[src/rtl/core/mtep_pkg.sv]
// Shared types and constants of the MIDI track event parser.
package mtep_pkg;

  typedef enum logic [2:0] {
    PH_DELTA  = 3'd0,
    PH_STATUS = 3'd1,
    PH_DATA1  = 3'd2,
    PH_DATA2  = 3'd3,
    PH_MTYPE  = 3'd4,
    PH_MLEN   = 3'd5,
    PH_MBODY  = 3'd6
  } phase_e;

  typedef enum logic [2:0] {
    EV_CHANNEL = 3'd0,
    EV_TEMPO   = 3'd1,
    EV_EOT     = 3'd2,
    EV_META    = 3'd3,
    EV_ERROR   = 3'd4
  } event_e;

  typedef enum logic [1:0] {
    ST_IDLE = 2'd0,
    ST_DIV  = 2'd1,
    ST_MUL  = 2'd2,
    ST_OUT  = 2'd3
  } ctrl_e;

  localparam logic [7:0] MetaTempo = 8'h51;
  localparam logic [7:0] MetaEot   = 8'h2F;
  localparam logic [7:0] StatMeta  = 8'hFF;

  // One track's parse context.
  typedef struct packed {
    phase_e      phase;
    logic [27:0] delta;
    logic [1:0]  dcount;
    logic [7:0]  rstat;
    logic [7:0]  cstat;
    logic [6:0]  held;
    logic [6:0]  mkind;
    logic [7:0]  left;
    logic [23:0] tempo;
    logic        done;
  } track_t;

  // One result item.
  typedef struct packed {
    logic [3:0]  track;
    event_e      kind;
    logic [27:0] delta;
    logic [7:0]  status;
    logic [6:0]  d1;
    logic [6:0]  d2;
    logic        single;
    logic [6:0]  mtype;
    logic [23:0] tempo;
    logic [27:0] period;
  } result_t;

endpackage

[src/rtl/core/mtep_divider.sv]
// Restoring divider for tempo over ticks per beat, one quotient bit per cycle.
module mtep_divider (
  input  logic        clk_i,
  input  logic        rst_ni,
  input  logic        start_i,
  input  logic [23:0] dividend_i,
  input  logic [15:0] divisor_i,
  output logic        done_o,
  output logic [23:0] quot_o
);
  logic [23:0] quot_q, quot_d;
  logic [16:0] rem_q, rem_d;
  logic [15:0] dvs_q, dvs_d;
  logic [4:0]  cnt_q, cnt_d;
  logic        busy_q, busy_d;
  logic [16:0] trial;
  logic [16:0] shifted;

  always_comb begin
    quot_d  = quot_q;
    rem_d   = rem_q;
    dvs_d   = dvs_q;
    cnt_d   = cnt_q;
    busy_d  = busy_q;
    done_o  = 1'b0;
    shifted = {rem_q[15:0], quot_q[23]};
    trial   = shifted - {1'b0, dvs_q};
    if (start_i) begin
      quot_d = dividend_i;
      rem_d  = '0;
      dvs_d  = (divisor_i == 16'd0) ? 16'd1 : divisor_i;
      cnt_d  = 5'd0;
      busy_d = 1'b1;
    end else if (busy_q) begin
      if (!trial[16]) begin
        rem_d  = trial;
        quot_d = {quot_q[22:0], 1'b1};
      end else begin
        rem_d  = shifted;
        quot_d = {quot_q[22:0], 1'b0};
      end
      cnt_d = cnt_q + 5'd1;
      if (cnt_q == 5'd23) begin
        busy_d = 1'b0;
        done_o = 1'b1;
      end
    end
  end

  always_ff @(posedge clk_i or negedge rst_ni) begin
    if (!rst_ni) begin
      busy_q <= 1'b0;
      cnt_q  <= '0;
    end else begin
      busy_q <= busy_d;
      cnt_q  <= cnt_d;
    end
  end

  always_ff @(posedge clk_i) begin
    quot_q <= quot_d;
    rem_q  <= rem_d;
    dvs_q  <= dvs_d;
  end

  assign quot_o = quot_d;
endmodule

[src/rtl/core/mtep_step.sv]
// Per-byte parse step: next track context and the result it causes.
module mtep_step (
  input  mtep_pkg::track_t  cur_i,
  input  logic [7:0]        byte_i,
  input  logic [3:0]        track_i,
  output mtep_pkg::track_t  nxt_o,
  output logic              fire_o,
  output mtep_pkg::result_t res_o
);
  import mtep_pkg::*;

  logic [7:0] b;
  logic       data_b;
  logic [7:0] s;
  logic [6:0] d2;
  logic       one;
  logic [7:0] left_m1;

  assign b = byte_i;
  assign data_b = ~b[7];
  assign left_m1 = cur_i.left - 8'd1;

  always_comb begin
    nxt_o  = cur_i;
    fire_o = 1'b0;
    res_o  = '0;
    res_o.track = track_i;
    res_o.delta = cur_i.delta;
    s  = cur_i.cstat;
    d2 = b[6:0];
    one = 1'b0;
    case (cur_i.phase)
      PH_DELTA: begin
        nxt_o.delta = {cur_i.delta[20:0], b[6:0]};
        if (b[7] && cur_i.dcount != 2'd3) nxt_o.dcount = cur_i.dcount + 2'd1;
        else nxt_o.phase = PH_STATUS;
      end
      PH_STATUS: begin
        if (data_b) begin
          if (cur_i.rstat inside {[8'h80:8'hEF]}) begin
            nxt_o.cstat = cur_i.rstat;
            if (cur_i.rstat inside {[8'hC0:8'hDF]}) begin
              fire_o = 1'b1;
              s = cur_i.rstat;
              one = 1'b1;
              res_o.d1 = b[6:0];
            end else begin
              nxt_o.held  = b[6:0];
              nxt_o.phase = PH_DATA2;
            end
          end else begin
            fire_o = 1'b1;
            res_o.kind = EV_ERROR;
            res_o.status = b;
          end
        end else if (b == StatMeta) begin
          nxt_o.phase = PH_MTYPE;
        end else if (b <= 8'hEF) begin
          nxt_o.rstat = b;
          nxt_o.cstat = b;
          nxt_o.phase = PH_DATA1;
        end else begin
          fire_o = 1'b1;
          res_o.kind = EV_ERROR;
          res_o.status = b;
        end
      end
      PH_DATA1: begin
        if (!data_b) begin
          fire_o = 1'b1;
          res_o.kind = EV_ERROR;
          res_o.status = b;
        end else if (cur_i.cstat inside {[8'hC0:8'hDF]}) begin
          fire_o = 1'b1;
          one = 1'b1;
          res_o.d1 = b[6:0];
        end else begin
          nxt_o.held  = b[6:0];
          nxt_o.phase = PH_DATA2;
        end
      end
      PH_DATA2: begin
        fire_o = 1'b1;
        if (!data_b) begin
          res_o.kind = EV_ERROR;
          res_o.status = b;
        end else begin
          res_o.d1 = cur_i.held;
          if (s[7:4] == 4'h9 && d2 == 7'd0) begin
            s  = s & 8'h8F;
            d2 = 7'h7F;
          end
          res_o.d2 = d2;
        end
      end
      PH_MTYPE: begin
        if (!data_b) begin
          fire_o = 1'b1;
          res_o.kind = EV_ERROR;
          res_o.status = b;
        end else begin
          nxt_o.mkind = b[6:0];
          nxt_o.phase = PH_MLEN;
        end
      end
      PH_MLEN: begin
        nxt_o.left  = b;
        nxt_o.tempo = '0;
        if (b == 8'd0) fire_o = 1'b1;
        else nxt_o.phase = PH_MBODY;
      end
      PH_MBODY: begin
        if ({1'b0, cur_i.mkind} == MetaTempo) nxt_o.tempo = {cur_i.tempo[15:0], b};
        nxt_o.left = left_m1;
        if (left_m1 == 8'd0) fire_o = 1'b1;
      end
      default: nxt_o.phase = PH_DELTA;
    endcase
    // channel result fields
    if (fire_o && res_o.kind == EV_CHANNEL &&
        (cur_i.phase == PH_STATUS || cur_i.phase == PH_DATA1 ||
         cur_i.phase == PH_DATA2)) begin
      res_o.status = s;
      res_o.single = one;
    end
    // meta result fields
    if (fire_o && (cur_i.phase == PH_MLEN || cur_i.phase == PH_MBODY)) begin
      res_o.status = StatMeta;
      res_o.mtype  = cur_i.mkind;
      if ({1'b0, cur_i.mkind} == MetaTempo) begin
        res_o.kind  = EV_TEMPO;
        res_o.tempo = nxt_o.tempo;
      end else if ({1'b0, cur_i.mkind} == MetaEot) begin
        res_o.kind = EV_EOT;
        nxt_o.done = 1'b1;
      end else begin
        res_o.kind = EV_META;
      end
    end
    if (fire_o) begin
      nxt_o.phase  = PH_DELTA;
      nxt_o.delta  = '0;
      nxt_o.dcount = '0;
    end
  end
endmodule

[src/rtl/core/midi_track_event_parser_unit.sv]
// Top level of the MIDI track event parser: handshake, track contexts, control.
// Path: an accepted byte is registered with its track, stepped against that track's
//   context, and its result loaded into the output register once the output is free;
//   a tempo event goes through the shared bit-serial divider, the x12 step, then that register.
// Flow: no new byte is taken until the last one is stepped (load context, step) or dropped,
//   nor until a byte that ends a tempo event has its result in the output register.
// Reset: rst_ni clears all track contexts and the output valid, and sets ticks per beat to 48.
module midi_track_event_parser_unit #(
  parameter int MaxTracks = 16
) (
  input  logic        clk_i,
  input  logic        rst_ni,
  input  logic        cfg_we_i,
  input  logic [15:0] cfg_wdata_i,      // ticks_per_beat
  input  logic        s_axis_tvalid,
  output logic        s_axis_tready,
  input  logic [15:0] s_axis_tdata,     // [3:0] track_index, [11:4] byte_value,
                                        // [12] track_restart, zero fill
  output logic        m_axis_tvalid,
  input  logic        m_axis_tready,
  output logic [119:0] m_axis_tdata     // track_out, event_kind, delta_ticks,
                                        // status_value, first_data, second_data,
                                        // single_data, meta_type, tempo_us,
                                        // tick_period; low bits first, zero fill
);
  import mtep_pkg::*;

  localparam int IdxW = (MaxTracks > 1) ? $clog2(MaxTracks) : 1;

  track_t      ctx_q [MaxTracks];
  logic [15:0] tpb_q;
  ctrl_e       state_q, state_d;
  logic [3:0]  trk_q;
  logic [7:0]  byte_q;
  logic        rst_q;
  logic        hit_q;
  result_t     res_q, out_q;
  logic        ovld_q, ovld_d;

  track_t  cur, nxt;
  logic    fire;
  result_t res;
  logic    div_start, div_done;
  logic [23:0] quot;
  logic [IdxW-1:0] idx;
  logic    in_range;
  logic    accept, step_en;
  logic [27:0] q_x12;
  logic    load_step, load_tempo;

  assign idx      = trk_q[IdxW-1:0];
  assign in_range = ({28'd0, trk_q} < 32'(MaxTracks));
  assign accept   = s_axis_tvalid && s_axis_tready;
  assign s_axis_tready = (state_q == ST_IDLE) && !hit_q;

  // Apply restart before stepping.
  always_comb begin
    cur = ctx_q[idx];
    if (rst_q) cur = '0;
  end

  mtep_step u_step (
    .cur_i(cur), .byte_i(byte_q), .track_i(trk_q),
    .nxt_o(nxt), .fire_o(fire), .res_o(res)
  );

  assign step_en = hit_q && in_range && !cur.done && (!ovld_q || m_axis_tready);
  assign div_start = step_en && fire && res.kind == EV_TEMPO;

  mtep_divider u_div (
    .clk_i, .rst_ni, .start_i(div_start), .dividend_i(res.tempo),
    .divisor_i(tpb_q), .done_o(div_done), .quot_o(quot)
  );

  // x12 as shift-and-add of the registered quotient
  assign q_x12 = {res_q.period[24:0], 3'b0} + {res_q.period[25:0], 2'b0};

  // Load the output register from the step or from the finished tempo path.
  assign load_step  = step_en && fire && (res.kind != EV_TEMPO);
  assign load_tempo = (state_q == ST_OUT) && (!ovld_q || m_axis_tready);

  always_comb begin
    ovld_d = ovld_q;
    if (ovld_q && m_axis_tready) ovld_d = 1'b0;
    if (load_step || load_tempo) ovld_d = 1'b1;
  end

  always_comb begin
    state_d = state_q;
    case (state_q)
      ST_IDLE: if (div_start) state_d = ST_DIV;
      ST_DIV:  if (div_done) state_d = ST_MUL;
      ST_MUL:  state_d = ST_OUT;
      ST_OUT:  if (!ovld_q || m_axis_tready) state_d = ST_IDLE;
      default: state_d = ST_IDLE;
    endcase
  end

  always_ff @(posedge clk_i or negedge rst_ni) begin
    if (!rst_ni) begin
      state_q <= ST_IDLE;
      hit_q   <= 1'b0;
      ovld_q  <= 1'b0;
      tpb_q   <= 16'd48;
      for (int i = 0; i < MaxTracks; i++) ctx_q[i] <= '0;
    end else begin
      state_q <= state_d;
      ovld_q  <= ovld_d;
      if (cfg_we_i) tpb_q <= cfg_wdata_i;
      if (accept) hit_q <= 1'b1;
      else if (hit_q && (!in_range || cur.done || !ovld_q || m_axis_tready)) begin
        hit_q <= 1'b0;
        if (in_range) ctx_q[idx] <= step_en ? nxt : cur;
      end
    end
  end

  always_ff @(posedge clk_i) begin
    if (accept) begin
      trk_q  <= s_axis_tdata[3:0];
      byte_q <= s_axis_tdata[11:4];
      rst_q  <= s_axis_tdata[12];
    end
    if (div_start) res_q <= res;
    if (div_done) res_q.period <= {4'd0, quot};
    if (state_q == ST_MUL) res_q.period <= q_x12;
    if (load_step) out_q <= res;
    if (load_tempo) out_q <= res_q;
  end

  assign m_axis_tvalid = ovld_q;
  assign m_axis_tdata = {3'b0, out_q.period, out_q.tempo, out_q.mtype, out_q.single,
                         out_q.d2, out_q.d1, out_q.status, out_q.delta, out_q.kind,
                         out_q.track};
endmodule

[config.mk]
export PLATFORM = sky130hd
export DESIGN_NAME = midi_track_event_parser_unit
export DESIGN_NICKNAME = d
export VERILOG_FILES = /design/src/rtl/core/mtep_pkg.sv /design/src/rtl/core/mtep_divider.sv /design/src/rtl/core/mtep_step.sv /design/src/rtl/core/midi_track_event_parser_unit.sv
export SDC_FILE = /design/constraint.sdc
export NUM_CORES = 2
export LEC_CHECK = 0
export ABC_AREA = 1
export BUFFER_PORTS_ARGS = -buffer_cell sky130_fd_sc_hd__buf_2
export CAP_MARGIN = 20
export CORE_UTILIZATION = 40
export CTS_BUF_LIST = sky130_fd_sc_hd__clkbuf_4 sky130_fd_sc_hd__clkbuf_8
export DETAILED_ROUTE_END_ITERATION = 12
export HOLD_SLACK_MARGIN = 0.1
export PLACE_DENSITY_LB_ADDON = 0.05
export SETUP_SLACK_MARGIN = 0.4
export SYNTH_ARGS = -nofsm -noshare
export SYNTH_HDL_FRONTEND = slang
export SYNTH_SLANG_ARGS = --single-unit
export TNS_END_PERCENT = 5
[constraint.sdc]
create_clock -name clk_i -period 32.9 [get_ports clk_i]
set_input_delay 0 -clock clk_i [delete_from_list [all_inputs] [get_ports clk_i]]
set_output_delay 0 -clock clk_i [all_outputs]
set_load 0.01 [all_outputs]
# Word-level counts from Yosys, hierarchy flattened
# Cells that the tools add are included.
# totals
elab_cells,388
in_bits,37
register_bits,1865
# op_classes
n_lt_le_gt_ge,9
n_reduce_logical,45
eq_ne,20
muxes,115
addsub,5
bitwise,2
# op_table
cell,count
bitwise mux 1536 bit,1
2-to-1 mux 96 bit,5
binary-select mux 96 bit (select 4 bit),1
demux 96 bit (select 4 bit),1
2-to-1 mux 117 bit,2
2-to-1 mux 7 bit,16
2-to-1 mux 24 bit,4
2-to-1 mux 8 bit,11
2-to-1 mux 28 bit,3
2-to-1 mux 16 bit,4
case mux 32 bit (2 select lines),1
2-to-1 mux 3 bit,17
2-to-1 mux 33 bit,1
"less-or-equal comparator 8 bit, second input constant",4
case mux 8 bit (2 select lines),2
2-to-1 mux 31 bit,1
2-to-1 mux 30 bit,1
2-to-1 mux 1 bit,29
adder 28 bit,1
"greater-or-equal comparator 8 bit, second input constant",3
case mux 7 bit (3 select lines),1
logical AND 1 bit,19
case mux 3 bit (6 select lines),1
subtractor 17 x 16 -> 17 bit,1
41 further kinds,66

# Longest topological paths before layout
# depth
depth_word,18
ltp_mapped,28

# Cells and area by module
# A second synthesis with hierarchy kept.
# unflattened
hier_cells,11099
hier_area_um2,90149.0
# modules_own_cells
mod,cells_each,area_each_um2,seq_area_each_um2,n_inst
midi_track_event_parser_unit,9925,83179.8,46357.0,1
mtep_divider,496,3614.7,1431.4,1
mtep_step,678,3354.5,0.0,1

# Least setup slack after synthesis
# Ideal clock, no wire load.
# synth_path
kind,register to register
from,reg trk_q[0] (netlist: idx[0])
to,"reg out_q, in the netlist m_axis_tdata[0] (enable)"
setup_time_ps,756
path_buffers,3
path_slack_ps,21495
arrival_ps,10649
required_time_ps,32144
stages_incl_launch_ff,22
cell_sequence,edfxtp_1 buf_6 buf_6 buf_4 nand2_1 o21ai_0 nand2_1 nand2_1 nand2_1 nand2_1 o21ai_2 ha_1 nand2_1 nor2_1 nand2_1 nand2_1 nand2_1 nor2_1 nand2_4 nand2_8 nand2_2 o21ai_0
# synth_via
elab_chain_cells,16
elab_cells_between_ends,47
# synth_lines
element,line_no,source
"start, declared",midi_track_event_parser_unit.sv:33,logic [3:0] trk_q;
"start signal, assigned",midi_track_event_parser_unit.sv:120,trk_q <= s_axis_tdata[3:0];
NOT 4 -> 5 bit (implied by the code) (*),midi_track_event_parser_unit.sv:58,cur = ctx_q[idx];
binary-select mux 96 bit (select 4 bit) (*),midi_track_event_parser_unit.sv:58,
2-to-1 mux 96 bit (implied by the code) (*) (2 in series),midi_track_event_parser_unit.sv:58,
2-to-1 mux 96 bit (*),midi_track_event_parser_unit.sv:59,if (rst_q) cur = '0;
greater-or-equal comparator 8 bit or less-or-equal comparator 8 bit (tied branches),mtep_step.sv:42,if (cur_i.rstat inside {[8'hC0:8'hDF]}) begin
logical AND 1 bit,mtep_step.sv:42,
2-to-1 mux 1 bit,mtep_step.sv:42,
2-to-1 mux 1 bit,mtep_step.sv:40,if (cur_i.rstat inside {[8'h80:8'hEF]}) begin
2-to-1 mux 1 bit,mtep_step.sv:39,if (data_b) begin
case mux 1 bit (6 select lines),mtep_step.sv:32,case (cur_i.phase)
logical AND 1 bit,mtep_step.sv:127,if (fire_o && (cur_i.phase == PH_MLEN || cur_i.phase == PH_MBODY)) begin
2-to-1 mux 3 bit,mtep_step.sv:127,
inequality test 3 x 1 -> 1 bit,midi_track_event_parser_unit.sv:79,assign load_step = step_en && fire && (res.kind != EV_TEMPO);
logical AND 1 bit (*),midi_track_event_parser_unit.sv:79,
nonzero test 2 bit (no line) (*),n/a,
"end signal, assigned",midi_track_event_parser_unit.sv:127,if (load_step) out_q <= res;
"end signal, assigned",midi_track_event_parser_unit.sv:128,if (load_tempo) out_q <= res_q;
"end, declared",midi_track_event_parser_unit.sv:37,"result_t res_q, out_q;"
# Mark *: on every way between the ends. The rest lies on a longest branch, timed or not. The select of a mux whose other input is x is not followed.
# A chain may end at the register's enable or synchronous reset.

# Worst setup path in the final report
# layout_path
from,reg trk_q[1] (netlist: idx[1])
to,reg res_q[57] in the netlist's numbering (enable)
# layout_via
elab_chain_cells,15
elab_cells_between_ends,46
# layout_lines
element,line_no,source
NOT 4 -> 5 bit (implied by the code) (*),midi_track_event_parser_unit.sv:58,
binary-select mux 96 bit (select 4 bit) (*),midi_track_event_parser_unit.sv:58,
2-to-1 mux 96 bit (implied by the code) (*) (2 in series),midi_track_event_parser_unit.sv:58,
2-to-1 mux 96 bit (*),midi_track_event_parser_unit.sv:59,
greater-or-equal comparator 8 bit or less-or-equal comparator 8 bit (tied branches),mtep_step.sv:42,
logical AND 1 bit,mtep_step.sv:42,
2-to-1 mux 1 bit,mtep_step.sv:42,
2-to-1 mux 1 bit,mtep_step.sv:40,
2-to-1 mux 1 bit,mtep_step.sv:39,
case mux 1 bit (6 select lines),mtep_step.sv:32,
logical AND 1 bit,mtep_step.sv:127,
2-to-1 mux 3 bit,mtep_step.sv:127,
equality test 3 x 1 -> 1 bit,midi_track_event_parser_unit.sv:68,assign div_start = step_en && fire && res.kind == EV_TEMPO;
logical AND 1 bit (*),midi_track_event_parser_unit.sv:68,
net div_start,midi_track_event_parser_unit.sv:43,"logic div_start, div_done;"
"end signal, assigned",midi_track_event_parser_unit.sv:124,if (div_start) res_q <= res;
"end, declared",midi_track_event_parser_unit.sv:37,
# Mark *: on every way through the listed nets, which the timed path passes. The rest lies on a longest branch. The select of a mux whose other input is x is not followed.

==> results.toml <==
[status]
status = "finished clean"

[routing]
wirelength_mm = 309
vias_per_cell = 5.43
vias = 72100
drt-pass1-iter-count = 6
wl_met2_mm = 139
top_layer = "met5"
drt_iter0_markers = 6914
antenna_left = 0
drcViolationCount = 0
wl_met3_mm = 20.3
met1Wirelength_mm = 140
wl_per_cell_um = 23.3

[sta]
fin_tns_setup_ns = 0
fin_crit_sh_pct = 24.2
skew_ns = 0.0853
rsz0062_at_grt = "no"
min_period_ns = 7.97
timing.hold.ws_ns = 0.195
worst_pin_slew_ns = 1.22
final_max_slew_viol_count = 0
fmax_ghz = 0.125
hold_viol_final = 0
setup_viol_count_final = 0
worst_slack_ns = 24.93
slew_headroom_pct = 18.0

[global_routing]
grt_usage_pct = 28.1
antenna_found_initial = 8
grt_pass1_vias = 70300
grt_pass1_wl_mm = 462
grt_max_degree = 135
overflow = 0

[floorplan]
die_width_um = 467
rows = 170
initial_core_util_pct = 40.3
die_h_um = 467
core_mm2 = 0.215
die_area_mm2 = 0.218
ios = 159

[layout]
layout_commonest_cell = "nand2_1"
nets = 10300
layout_common_cells = "nand2_1 (3,618), dfrtp_1 (1,560), o21ai_0 (1,190)"
layout-drive-gt1-share_pct = 12.1
stdcell_area_mm2 = 0.0973
area_growth_pct = 12.5
fillers = 21200

[cts]
clock_sinks = 1865
cts_inserted_buffers = 353
clock_latency_ns = 1.07
cts_resized = 0
clockRootBuffer = "clkbuf_8"
hold_buffers = 99
clockBufferDepth = 4
clkTransAtPathRegs_ns = 0.06
h-tree-depth = 5
post-cts-setup-buffers = 0
cts_tree = "built"

[critical_path]
cp-start-kind = "flip-flop"
critPathMaxFanout = 69
criticalPathCategory = "flip-flop to flip-flop"
cp_data_required_time_ns = 33.54
cp.arrival_ns = 8.61
worstSetupEndpointType = "flip-flop"

[synthesis]
synth_area_mm2 = 0.0865
syn_area_per_cell_um2 = 8.53
ys.flop_type = "dfrtp_1"
synth-edff-count = 263
synth_seq_cells = 1865
synth-simple-area-share_pct = 18.9
synth-xor-area-share_pct = 0.283
async_flop_share_pct = 83.8
yosys_warnings = 0
synthMuxAreaShare_pct = 0.0260
synthDistinctLibCells = 63
yosysSeqAreaShare_pct = 55.2
synth-compound-area-share_pct = 17.7
synthAdderAreaFrac_pct = 0.755
synthCells = 10100
synth_top_family_by_area = "simple AND/OR/NAND/NOR gates"

[placed_design]
hpwlAfterDp_mm = 168
placed_cell_area_mm2 = 0.0889
port_buffers = 152
pre_cts_slack_ns = 25.06
place_congestion = 0.845

[power_and_ir_drop]
power.density_mw_per_mm2 = 83.2
p_sw_share_pct = 36.1
p_seq_share_pct = 43.0
combinationalPowerShare_pct = 27.8
power_mw = 8.10
pwr-share-clk_pct = 29.2
vdd_drop_max_mv = 0.0453
switching_power_mw = 2.93
power.leakage_nw = 45.2
p_int_mw = 5.17

[worst_hold_path]
hp-class = "input port to async pin"

[flow_run]
maxCapViolCount = 0
==> Yosys cell counts (13+ instances only) <==
cell | count | area (um2)
o21ai_1 | 300 | 1500
xor2_1 | 14 | 123
or2_2 | 51 | 319
dfxtp_1 | 40 | 801
nand4_1 | 46 | 288
dfrtp_1 | 1560 | 39000
inv_2 | 22 | 82.6
o22ai_2 | 19 | 238
xnor2_1 | 14 | 123
o22ai_1 | 213 | 1330
nor2_1 | 190 | 713
buf_4 | 48 | 360
o211ai_1 | 13 | 97.6
buf_2 | 140 | 701
buf_1 | 71 | 267
nand3_1 | 157 | 786
o21ai_0 | 1198 | 6000
a21oi_2 | 16 | 140
a21oi_4 | 19 | 309
edfxtp_1 | 263 | 7900
inv_1 | 673 | 2530
clkinv_1 | 13 | 48.8
ha_1 | 49 | 613
a22oi_1 | 387 | 2910
nor2_2 | 14 | 87.6
a21oi_1 | 266 | 1330
buf_6 | 41 | 462
nand2_1 | 3621 | 13600
clkbuf_1 | 450 | 1690
o21ai_2 | 109 | 955
nand3_2 | 13 | 130
==> cells by family (layout without fill, tap and decap cells) <==
logic type,Yosys count,in the layout
flip-flops,1865,1865
buffers and inverters,1462,1742
other,1,7
AND/OR/NAND/NOR,4142,4142
adder cells (fa/ha/maj),51,51
AO/OA/AOI/OAI,2595,2595
multiplexers,2,2
XOR/XNOR,28,28
==> through the flow <==
stage / util (%) / instances
after CTS: 45.2 / 13300
after global routing: 45.3 / 13300
after floorplan: - / 10100
after global placement: 41.3 / 12500
after detailed placement: 41.4 / 12500
final: 45.3 / 13300
==> routing by layer <==
| metal | track usage, % | up-vias |
|---|---|---|
| met5 | 0 | - |
| met4 | 9.49 | 6 |
| met3 | 4.15 | 603 |
| met2 | 44.2 | 2601 |
| met1 | 39.7 | 35500 |
| li1 | - | 33400 |
==> sequential cells by signal, summed over array words and instances (netlist names), 5 cells and up <==
name          flops
byte_q            8
ctx_q          1536
m_axis_tdata    117
res_q           117
tpb_q            16
u_div.cnt_q       5
u_div.dvs_q      16
u_div.quot_q     24
u_div.rem_q      16
==> layout make-up <==
type	count	area, um2	area share, %
sequential	1865	47800	49.1
multi-input combinational	6821	32800	33.7
clock buffer	564	6880	7.07
tap	2838	3550	3.65
timing repair buffer	416	3160	3.24
inverter	711	2800	2.87
clock inverter	51	370	0.381
antenna	4	10.0	0.0103
==> power by group through the flow <==
stage	clock network, mW	logic, mW	registers (mW)
2_1_floorplan	0	1.55	3.45
3_3_place_gp	0	2.17	3.49
3_5_place_dp	0	2.22	3.51
4_1_cts	2.41	2.24	3.48
5_1_grt	2.52	2.51	3.57
6_report	2.36	2.25	3.48
==> worst paths after layout <==
path	from	endpoint	slack (ns)	depth (start not counted)
worst max register to register	idx[1]	res_q[57]	24.93	18
worst min register to register	tpb_q[12]	u_div.dvs_q[12]	0.46	0
worst min-delay path	rst_ni	ctx_q[1460]	0.19	4
worst max-delay path	idx[1]	res_q[57]	24.93	18
min in group clk_i	s_axis_tdata[6]	byte_q[2]	0.26	3
max in group asynchronous	rst_ni	ctx_q[834]	29.28	7
==> critical path, stage by stage (launching register included) <==
cell and delay, ns:
edfxtp_1 0.52, nand2_4 0.18, inv_8 0.39, buf_4 0.75, buf_4 0.96, buf_4 0.83
nand2_1 0.10, nand3_1 0.12, nand2_1 0.05, nand2_1 0.10, inv_1 0.04, nand2_1 0.15
nand2_1 0.11, nor2_4 0.53, nand2_4 0.39, nor2_2 0.36, nand2_2 0.23, inv_6 0.75
buf_4 0.74
Power figures use the tool's default switching activity.
